--- src/sv/sha_pkg.sv ---
`default_nettype none
package sha_pkg;

    localparam int unsigned WordW = 32;

    typedef logic [WordW-1:0] t_word;

    // front -> back queue entry
    typedef struct packed {
        logic [7:0] data_byte;
        logic       has_byte;
        logic       end_of_message;
    } t_beat;

    localparam int unsigned QDepth = 4;
    localparam int unsigned QAw = 2;

    localparam logic [255:0] InitHash = {
        32'h6a09e667, 32'hbb67ae85, 32'h3c6ef372, 32'ha54ff53a,
        32'h510e527f, 32'h9b05688c, 32'h1f83d9ab, 32'h5be0cd19};

    function automatic t_word round_k(input logic [5:0] t);
        t_word k;
        unique case (t)
            6'd0: k = 32'h428a2f98;  6'd1: k = 32'h71374491;
            6'd2: k = 32'hb5c0fbcf;  6'd3: k = 32'he9b5dba5;
            6'd4: k = 32'h3956c25b;  6'd5: k = 32'h59f111f1;
            6'd6: k = 32'h923f82a4;  6'd7: k = 32'hab1c5ed5;
            6'd8: k = 32'hd807aa98;  6'd9: k = 32'h12835b01;
            6'd10: k = 32'h243185be; 6'd11: k = 32'h550c7dc3;
            6'd12: k = 32'h72be5d74; 6'd13: k = 32'h80deb1fe;
            6'd14: k = 32'h9bdc06a7; 6'd15: k = 32'hc19bf174;
            6'd16: k = 32'he49b69c1; 6'd17: k = 32'hefbe4786;
            6'd18: k = 32'h0fc19dc6; 6'd19: k = 32'h240ca1cc;
            6'd20: k = 32'h2de92c6f; 6'd21: k = 32'h4a7484aa;
            6'd22: k = 32'h5cb0a9dc; 6'd23: k = 32'h76f988da;
            6'd24: k = 32'h983e5152; 6'd25: k = 32'ha831c66d;
            6'd26: k = 32'hb00327c8; 6'd27: k = 32'hbf597fc7;
            6'd28: k = 32'hc6e00bf3; 6'd29: k = 32'hd5a79147;
            6'd30: k = 32'h06ca6351; 6'd31: k = 32'h14292967;
            6'd32: k = 32'h27b70a85; 6'd33: k = 32'h2e1b2138;
            6'd34: k = 32'h4d2c6dfc; 6'd35: k = 32'h53380d13;
            6'd36: k = 32'h650a7354; 6'd37: k = 32'h766a0abb;
            6'd38: k = 32'h81c2c92e; 6'd39: k = 32'h92722c85;
            6'd40: k = 32'ha2bfe8a1; 6'd41: k = 32'ha81a664b;
            6'd42: k = 32'hc24b8b70; 6'd43: k = 32'hc76c51a3;
            6'd44: k = 32'hd192e819; 6'd45: k = 32'hd6990624;
            6'd46: k = 32'hf40e3585; 6'd47: k = 32'h106aa070;
            6'd48: k = 32'h19a4c116; 6'd49: k = 32'h1e376c08;
            6'd50: k = 32'h2748774c; 6'd51: k = 32'h34b0bcb5;
            6'd52: k = 32'h391c0cb3; 6'd53: k = 32'h4ed8aa4a;
            6'd54: k = 32'h5b9cca4f; 6'd55: k = 32'h682e6ff3;
            6'd56: k = 32'h748f82ee; 6'd57: k = 32'h78a5636f;
            6'd58: k = 32'h84c87814; 6'd59: k = 32'h8cc70208;
            6'd60: k = 32'h90befffa; 6'd61: k = 32'ha4506ceb;
            6'd62: k = 32'hbef9a3f7; 6'd63: k = 32'hc67178f2;
            default: k = '0;
        endcase
        return k;
    endfunction

    function automatic t_word rotr(input t_word x, input int unsigned n);
        return (x >> n) | (x << (WordW - n));
    endfunction

endpackage
`default_nettype wire

--- src/sv/sha_front.sv ---
`default_nettype none
// intake queue: accepts beats, drops idle beats, holds the rest for the core
module sha_front (
    input  wire              i_clk,
    input  wire              i_rst_n,
    input  wire              i_push,
    output logic             o_full,
    input  sha_pkg::t_beat   i_beat,
    output logic             o_valid,
    output sha_pkg::t_beat   o_beat,
    input  wire              i_take
);
    sha_pkg::t_beat r_q [sha_pkg::QDepth];
    logic [sha_pkg::QAw-1:0] r_wr, r_rd;
    logic [sha_pkg::QAw:0]   r_cnt, n_cnt;
    logic wr, rd;

    assign o_full  = (r_cnt == sha_pkg::QAw'(0) + (sha_pkg::QAw+1)'(sha_pkg::QDepth));
    assign o_valid = (r_cnt != '0);
    assign o_beat  = r_q[r_rd];
    assign wr = i_push && !o_full && (i_beat.has_byte || i_beat.end_of_message);
    assign rd = i_take && o_valid;

    always_comb begin
        n_cnt = r_cnt + (sha_pkg::QAw+1)'(wr) - (sha_pkg::QAw+1)'(rd);
    end

    always_ff @(posedge i_clk) begin
        if (!i_rst_n) begin
            r_wr <= '0;
            r_rd <= '0;
            r_cnt <= '0;
        end else begin
            r_cnt <= n_cnt;
            if (wr) r_wr <= r_wr + 1'b1;
            if (rd) r_rd <= r_rd + 1'b1;
        end
        if (wr) r_q[r_wr] <= i_beat;
    end

    a_cnt_max: assert property (@(posedge i_clk) disable iff (!i_rst_n)
        r_cnt <= (sha_pkg::QAw+1)'(sha_pkg::QDepth)) else $error("queue overflow");
    a_full_nowr: assert property (@(posedge i_clk) disable iff (!i_rst_n)
        o_full |-> !wr) else $error("write while full");
    a_rd_valid: assert property (@(posedge i_clk) disable iff (!i_rst_n)
        rd |-> r_cnt != '0) else $error("read while empty");
endmodule
`default_nettype wire

--- src/sv/sha_core.sv ---
`default_nettype none
// block buffer, round engine and digest output register
module sha_core (
    input  wire              i_clk,
    input  wire              i_rst_n,
    input  wire              i_valid,
    input  sha_pkg::t_beat   i_beat,
    output logic             o_take,
    output logic             o_empty,
    input  wire              i_pop,
    output logic [31:0]      o_digest_word,
    output logic [2:0]       o_word_index,
    output logic             o_last_word
);
    localparam logic [2:0] S_IN = 3'd0, S_RND = 3'd1, S_ADD = 3'd2,
                           S_PAD = 3'd3, S_OUT = 3'd4;

    logic [2:0]  r_st;
    logic [511:0] r_blk;        // big-endian block, byte 0 at top
    logic [5:0]  r_fill;
    logic [60:0] r_cnt;
    logic [255:0] r_h;
    sha_pkg::t_word r_v [8];
    sha_pkg::t_word r_w [16];
    logic [5:0]  r_t;
    logic        r_pad;         // padding phase active
    logic        r_fin;         // this block carries the length
    logic [2:0]  r_oi;

    sha_pkg::t_word w, s0, s1, ch, mj, t1, t2, g0, g1;
    logic [511:0] padb;
    logic [63:0] bits;

    assign o_take = (r_st == S_IN) && i_valid;
    assign o_empty = (r_st != S_OUT);
    assign o_digest_word = r_h[255 - 32*r_oi -: 32];
    assign o_word_index = r_oi;
    assign o_last_word = (r_oi == 3'd7);

    always_comb begin
        g0 = sha_pkg::rotr(r_w[1], 7) ^ sha_pkg::rotr(r_w[1], 18) ^ (r_w[1] >> 3);
        g1 = sha_pkg::rotr(r_w[14], 17) ^ sha_pkg::rotr(r_w[14], 19) ^ (r_w[14] >> 10);
        w  = r_w[0];
        s1 = sha_pkg::rotr(r_v[4], 6) ^ sha_pkg::rotr(r_v[4], 11) ^ sha_pkg::rotr(r_v[4], 25);
        ch = (r_v[4] & r_v[5]) ^ (~r_v[4] & r_v[6]);
        t1 = r_v[7] + s1 + ch + sha_pkg::round_k(r_t) + w;
        s0 = sha_pkg::rotr(r_v[0], 2) ^ sha_pkg::rotr(r_v[0], 13) ^ sha_pkg::rotr(r_v[0], 22);
        mj = (r_v[0] & r_v[1]) ^ (r_v[0] & r_v[2]) ^ (r_v[1] & r_v[2]);
        t2 = s0 + mj;
        bits = {r_cnt, 3'b000};
        padb = r_blk;
        for (int i = 0; i < 64; i++) begin
            if (6'(i) == r_fill && !r_pad) padb[511-8*i -: 8] = 8'h80;
            else if (6'(i) > r_fill || (6'(i) == r_fill && r_pad)) padb[511-8*i -: 8] = 8'h00;
        end
    end

    always_ff @(posedge i_clk) begin
        if (!i_rst_n) begin
            r_st <= S_IN;
            r_fill <= '0;
            r_cnt <= '0;
            r_h <= sha_pkg::InitHash;
            r_pad <= 1'b0;
            r_fin <= 1'b0;
            r_oi <= '0;
            r_t <= '0;
        end else begin
            unique case (r_st)
                S_IN: if (i_valid) begin
                    if (i_beat.has_byte) begin
                        r_blk[511 - 8*r_fill -: 8] <= i_beat.data_byte;
                        r_cnt <= r_cnt + 61'd1;
                        r_fill <= r_fill + 6'd1;
                    end
                    if (i_beat.has_byte && r_fill == 6'd63) begin
                        r_pad <= 1'b0;
                        r_fin <= 1'b0;
                        if (i_beat.end_of_message) r_oi <= 3'd1;  // length block follows
                        r_st <= S_PAD;
                    end else if (i_beat.end_of_message) begin
                        r_pad <= 1'b0;
                        r_fin <= 1'b1;
                        r_st <= S_PAD;
                    end
                end
                S_PAD: begin
                    // load schedule; pad when finishing
                    r_t <= '0;
                    for (int i = 0; i < 8; i++) r_v[i] <= r_h[255-32*i -: 32];
                    if (!r_fin) begin
                        for (int i = 0; i < 16; i++) r_w[i] <= r_blk[511-32*i -: 32];
                    end else begin
                        if (!r_pad && r_fill > 6'd55) begin
                            for (int i = 0; i < 16; i++) r_w[i] <= padb[511-32*i -: 32];
                            r_pad <= 1'b1;
                            r_fill <= '0;
                            r_fin <= 1'b0;
                            r_oi <= 3'd1;   // marks extra block pending
                        end else begin
                            for (int i = 0; i < 14; i++) r_w[i] <= padb[511-32*i -: 32];
                            r_w[14] <= bits[63:32];
                            r_w[15] <= bits[31:0];
                        end
                    end
                    r_st <= S_RND;
                end
                S_RND: begin
                    for (int i = 0; i < 15; i++) r_w[i] <= r_w[i+1];
                    r_w[15] <= r_w[0] + g0 + r_w[9] + g1;
                    r_v[7] <= r_v[6]; r_v[6] <= r_v[5]; r_v[5] <= r_v[4];
                    r_v[4] <= r_v[3] + t1;
                    r_v[3] <= r_v[2]; r_v[2] <= r_v[1]; r_v[1] <= r_v[0];
                    r_v[0] <= t1 + t2;
                    r_t <= r_t + 6'd1;
                    if (r_t == 6'd63) r_st <= S_ADD;
                end
                S_ADD: begin
                    for (int i = 0; i < 8; i++)
                        r_h[255-32*i -: 32] <= r_h[255-32*i -: 32] + r_v[i];
                    if (r_oi == 3'd1) begin
                        r_oi <= '0;
                        r_fin <= 1'b1;
                        r_st <= S_PAD;
                    end else if (r_fin) begin
                        r_oi <= '0;
                        r_st <= S_OUT;
                    end else begin
                        r_st <= S_IN;
                    end
                end
                S_OUT: if (i_pop) begin
                    r_oi <= r_oi + 3'd1;
                    if (r_oi == 3'd7) begin
                        r_h <= sha_pkg::InitHash;
                        r_cnt <= '0;
                        r_fill <= '0;
                        r_pad <= 1'b0;
                        r_fin <= 1'b0;
                        r_st <= S_IN;
                    end
                end
                default: r_st <= S_IN;
            endcase
        end
    end

    a_take_in: assert property (@(posedge i_clk) disable iff (!i_rst_n)
        o_take |-> r_st == S_IN) else $error("take outside intake");
    a_out_idx: assert property (@(posedge i_clk) disable iff (!i_rst_n)
        (r_st == S_OUT && i_pop && r_oi == 3'd7) |=> r_st == S_IN) else $error("digest end");
    a_rnd_end: assert property (@(posedge i_clk) disable iff (!i_rst_n)
        (r_st == S_RND && r_t == 6'd63) |=> r_st == S_ADD) else $error("round count");
endmodule
`default_nettype wire

--- src/sv/sha256_stream_hasher.sv ---
`default_nettype none
// SHA-256 over a byte stream. Beats enter a 4-deep queue at one per cycle while
// it has room; idle beats are dropped there. The core takes one byte per cycle
// into its block buffer; each full block then passes through load, 64 rounds
// in one shared round unit and chain add, during which intake stalls. An
// end-of-message beat pads, runs one or two blocks, then presents the eight
// digest words in order, one per pop.
module sha256_stream_hasher (
    input  wire         i_clk,
    input  wire         i_rst_n,
    input  wire         push,
    output logic        full,
    input  wire [7:0]   i_data_byte,
    input  wire         i_has_byte,
    input  wire         i_end_of_message,
    output logic        empty,
    input  wire         pop,
    output logic [31:0] o_digest_word,
    output logic [2:0]  o_word_index,
    output logic        o_last_word
);
    sha_pkg::t_beat beat_in, beat_q;
    logic q_valid, q_take;

    assign beat_in.data_byte = i_data_byte;
    assign beat_in.has_byte = i_has_byte;
    assign beat_in.end_of_message = i_end_of_message;

    sha_front u_front (
        .i_clk(i_clk), .i_rst_n(i_rst_n), .i_push(push), .o_full(full),
        .i_beat(beat_in), .o_valid(q_valid), .o_beat(beat_q), .i_take(q_take));

    sha_core u_core (
        .i_clk(i_clk), .i_rst_n(i_rst_n), .i_valid(q_valid), .i_beat(beat_q),
        .o_take(q_take), .o_empty(empty), .i_pop(pop),
        .o_digest_word(o_digest_word), .o_word_index(o_word_index),
        .o_last_word(o_last_word));
endmodule
`default_nettype wire
--- config.mk ---
export PLATFORM = sky130hd
export DESIGN_NAME = sha256_stream_hasher
export DESIGN_NICKNAME = d
export VERILOG_FILES = /design/src/sv/sha_pkg.sv /design/src/sv/sha_front.sv /design/src/sv/sha_core.sv /design/src/sv/sha256_stream_hasher.sv
export SDC_FILE = /design/constraint.sdc
export NUM_CORES = 2
export LEC_CHECK = 0
export ABC_AREA = 1
export BUFFER_PORTS_ARGS = -buffer_cell sky130_fd_sc_hd__buf_2
export CORE_MARGIN = 2
export CORE_UTILIZATION = 52
export CTS_CLUSTER_SIZE = 20
export DETAILED_ROUTE_END_ITERATION = 10
export PLACE_DENSITY = 0.67
export SLEW_MARGIN = 20
export SYNTH_ARGS = -nofsm -noshare
export SYNTH_HDL_FRONTEND = slang
export SYNTH_SLANG_ARGS = --single-unit
--- constraint.sdc ---
create_clock -name i_clk -period 29.5 [get_ports i_clk]
set_input_delay 1.475 -clock i_clk [delete_from_list [all_inputs] [get_ports i_clk]]
set_output_delay 1.475 -clock i_clk [all_outputs]
set_load 0.02 [all_outputs]
---- Word-level counts from Yosys, hierarchy flattened ----
Memories as Yosys holds them, arrays and structs flattened. A register that Yosys moved wholly into a read port is not among the register bits.
Cells that the tools add are included.
storage, ports and cells
  register bits ........................... 856
  memory bits (writable) .................. 808
  bits in read-only memories .............. 2048
  input bits .............................. 14
  output and inout bits ................... 38
  logic and storage cells ................. 756
  memories ................................ 4
memories
  memory            words  width  rd ports  clocked after memory_dff  wr ports  line             RTL
  (name not given)  64     32     1         1                         0         sha_pkg.sv:24    unique case (t)
  u_core.r_w        16     32     16        0                         16        sha_core.sv:24   sha_pkg::t_word r_w [16];
  u_core.r_v        8      32     8         0                         8         sha_core.sv:23   sha_pkg::t_word r_v [8];
  u_front.r_q       4      10     1         1                         1         sha_front.sv:13  sha_pkg::t_beat r_q [sha_pkg::QDepth];
cells by class
  $add $sub $neg .......................... 29
  $lt $le $gt $ge ......................... 65
  eq/ne operators ......................... 85
  shifts and indexed selects .............. 3
  mux-type cells .......................... 258
  bitwise gates (word level) .............. 83
  reduce and logical (&&, ||, !) cells .... 217
operators by type and width
  cell                        count
  $mux W32                    56
  $mux W8                     128
  $add A32 B32 Y32            18
  $shift A8 B34 Y519 const A  1
  $shiftx A8 B34 Y519         1
  $bwmux W512                 1
  $mux W256                   2
  $pmux W256 S2               1
  $xor A32 B32 Y32            9
  $shiftx A287 B33 Y32        1
  $mux W61                    4
  $eq A6 B6 Y1 const A        32
  $gt A6 B6 Y1 const A        32
  $and A32 B32 Y32            5
  $logic_and A1 B1 Y1         134
  $pmux W61 S2                1
  $eq A5 B6 Y1 const A        16
  $gt A5 B6 Y1 const A        16
  $logic_or A1 B1 Y1          65
  $add A61 B1 Y61 const B     1
  $or A1 B1 Y1                56
  $eq A4 B6 Y1 const A        8
  $gt A4 B6 Y1 const A        8
  $mux W3                     16
  other kinds (57)            128

---- Logic depth before layout (Yosys ltp) ----
  depth after elaboration ................. 10
  mapped depth ............................ 35
  mapped depth without buffers ............ 35

---- Modules after synthesis ----
From an unflattened synthesis, not the netlist that was laid out.
second synthesis, totals
  cells, all modules ...................... 12827
  area, all modules ....................... 104879.3 sq um
modules (own cells, without submodules)
  module     times used  cells each  area each (sq um)  sequential area each (sq um)
  sha_core   1           12658       102877.4           45823.9
  sha_front  1           169         2001.9             1381.3

---- Least setup slack after synthesis ----
Ideal clock, no wire load.
  kind .................................... input to register
  from .................................... input i_rst_n
  to ...................................... memory u_core.r_v[0][0] (netlist bit) (enable)
  library setup time ...................... 0.879 ns
  arrival ................................. 12.903 ns
  data required time ...................... 28.621 ns
  path slack .............................. 15.719 ns
  cell stages on the path ................. 5
  buffers on the path ..................... 3
  cells stage by stage .................... clkbuf_1 inv_2 clkbuf_1 clkbuf_1 nor2_1
RTL lines
  item                line                        RTL
  start: declaration  sha256_stream_hasher.sv:10  input wire i_rst_n,
  end: declaration    sha_core.sv:23

==> metrics.txt <==
number of cells on the critical path 30; final setup vio count 0; CP top delay family adder cells; CTS Sinks 1,698; number of synthesized flops with an enable pin 1,320; Max Root-Sink Buffers 3; H-tree depth 4; TritonCTS clock tree yes; share of the synthesized area in the top cell type 37.6%; num rows 165; DR WL/cell 29.7 µm; share of layout cells above drive strength 1 4.70%; Setup crit start kind flop; syn_nets 13,700; Crit Path Max Fanout 7; initial antenna violation count 25; drt drc 0; most frequent cells in the layout nand2_1, nor2_1, inv_1; CP Capture Type flop; Most used DFF post-synth edfxtp_1; first-pass GRT wire length 659 mm; post_cts resized 0; detailed-route via count 99,100; DP Wirelength 355 mm; Relative slew margins -5.24%; GRT overflow 0; DIE HEIGHT 454 µm; die area 0.206 mm²; core area 0.202 mm²; violated checks slew limit; commonest non-fill, non-tap cell in the layout nand2_1; clock root cell clkbuf_16; Final Hold Viols 0; Worst Hold Class reg2reg; top post-synthesis cells by area edfxtp_1, nand2_1, dfxtp_1; hold path cells 2; Maximum Capacitance Violations 0; Layout Nets 13,500; setup_tns 0 ns; final worst path period share 25.1%; Critical Path RT 30.05 ns; outcome finished with violations; Area Growth Syn to Fin 8.60%; RSZ-0062 raised after global routing false; Tightest Pin Transition 1.58 ns; most frequent CP cell nand2_1; Yosys cell types 68; Post-Syn Area 0.105 mm²; I/O pins 52; Post-CTS Setup Inserts 0; crit path DAT 7.95 ns; WS Path Type reg2reg; GPL Wtd Cong 1.09; Seq/Total Area, Yosys 44.8%; Initial Utilization 52.2%; CP max stage delay 0.74 ns; fillers 18,400; Synth async-reset ratio 0%; CP bufs+invs 5; final setup skew 0.0882 ns; die width 454 µm; Worst-path clk slew 0.07 ns; min cycle time layout 7.40 ns; Warnings, synthesis 0; drt first pass iters 9; clk_lat worst skew 0.91 ns; total CTS buffers 184; GRT Total Usage 44.4%; fin util 56.7%; largest net degree at the start of global routing 152; CP max-delay cell edfxtp_1; Slew Viols, Final 36; fmax 0.135 GHz; number of global-route vias before repair 93,200; vias per cell 6.30; number of hold buffers added after cts 0; DR iter-0 viols 14,300; final wirelength 468 mm; r2r worst-path depth 30; cells after synthesis 13,100; Mapped Avg Cell Area 8.08 µm²; synthesized flop and latch total 1,698; remaining antenna violation count 0; Synth area leader edfxtp_1; PortBufs 51
-- logic make-up after synthesis --
family	Yosys count	synth area share [%]
adder cells (fa/ha/maj)	614	8.65
AND/OR/NAND/NOR	5658	22.1
flip-flops	1698	44.8
XOR/XNOR	318	2.64
buffers and inverters	2049	7.45
AO/OA/AOI/OAI	2713	14.4
multiplexers	2	0.0190
-- registers in the layout (all words and copies together) (netlist names), named ones only --
register / flops
u_front.r_q: 40
u_core.r_v: 256
u_core.r_st: 3
u_core.r_w: 512
u_core.r_pad: 1
u_core.o_word_index: 3
u_core.r_fill: 6
u_core.r_fin: 1
u_front.r_rd: 2
u_front.r_cnt: 3
u_front.r_wr: 2
u_core.r_blk: 512
u_core.r_h: 256
u_core.r_t: 6
u_core.r_cnt: 61
-- worst paths after layout --
| kind | from | endpoint | slack (ns) |
|---|---|---|---|
| max reg2reg | u_core.r_v[0][142] | u_core.r_v[0][22] | 22.10 |
| max | u_core.r_v[0][142] | u_core.r_v[0][22] | 22.10 |
| min | u_front.r_rd[1] | flop | 0.47 |
| min reg2reg | u_front.r_rd[1] | flop | 0.47 |
-- stage by stage --
| stage | std cells | worst slack, ns | hold WS [ns] | area (µm²) |
|---|---|---|---|---|
| 6_report | 15700 | 22.10 | 0.470 | 115000 |
| 5_1_grt | 15700 | 21.63 | 0.501 | 115000 |
| 4_1_cts | 15700 | 22.26 | 0.473 | 114000 |
| 3_5_place_dp | 15400 | 22.33 | 0.465 | 108000 |
| 3_3_place_gp | 15400 | 22.30 | 0.453 | 108000 |
| 2_1_floorplan | 13100 | 15.72 | 0.437 | 105000 |
-- cells in the mapped netlist, types with 39 or more instances --
cell type     n
a31oi_1     113
a21o_1       40
fa_1        196
xor2_1      167
nand3_1     731
or2_2        66
buf_2       128
o21bai_1     61
xnor2_1     151
a21oi_1     922
inv_1      1504
nand3b_1     39
ha_1        408
nor2_1     1522
edfxtp_1   1320
o211ai_1     74
nor3_1      132
dfxtp_1     378
nand2_1    2939
o22ai_1      71
a22o_1       56
buf_1        40
a21boi_0     43
o21ai_0    1139
nand4_1     149
clkbuf_1    340
-- cell type report --
cell class	instances	area, µm²	share of cell area (%)
inverter	1538	5790	5.06
sequential	1698	47200	41.2
clock inverter	95	1350	1.18
timing repair buffer	176	1270	1.11
clock buffer	244	4960	4.33
tap	2672	3340	2.92
antenna	13	32.5	0.0284
multi-input combinational	9305	50600	44.2
-- worst register-to-register path: cells and delay by family (launching register included) --
| family | cells | cell delay, ns |
|---|---|---|
| flip-flops | 1 | 0.74 |
| AO/OA/AOI/OAI | 7 | 1.31 |
| AND/OR/NAND/NOR | 11 | 1.40 |
| adder cells (fa/ha/maj) | 6 | 2.94 |
| XOR/XNOR | 1 | 0.35 |
| buffers and inverters | 5 | 0.31 |
-- layer usage --
| layer | global-route usage (%) | wire length, µm | vias to the layer above |
|---|---|---|---|
| met2 | 66.5 | 200000 | 6675 |
| met3 | 10.9 | 53500 | 1610 |
| li1 | - | - | 43600 |
| met4 | 35.2 | 45700 | 20 |
| met1 | 54.8 | 168000 | 47200 |
| met5 | 0 | 121 | - |
Power is left out: the tool's default activity adds up to more than one toggle a clock period on the data nets, which glitch-free logic cannot reach.
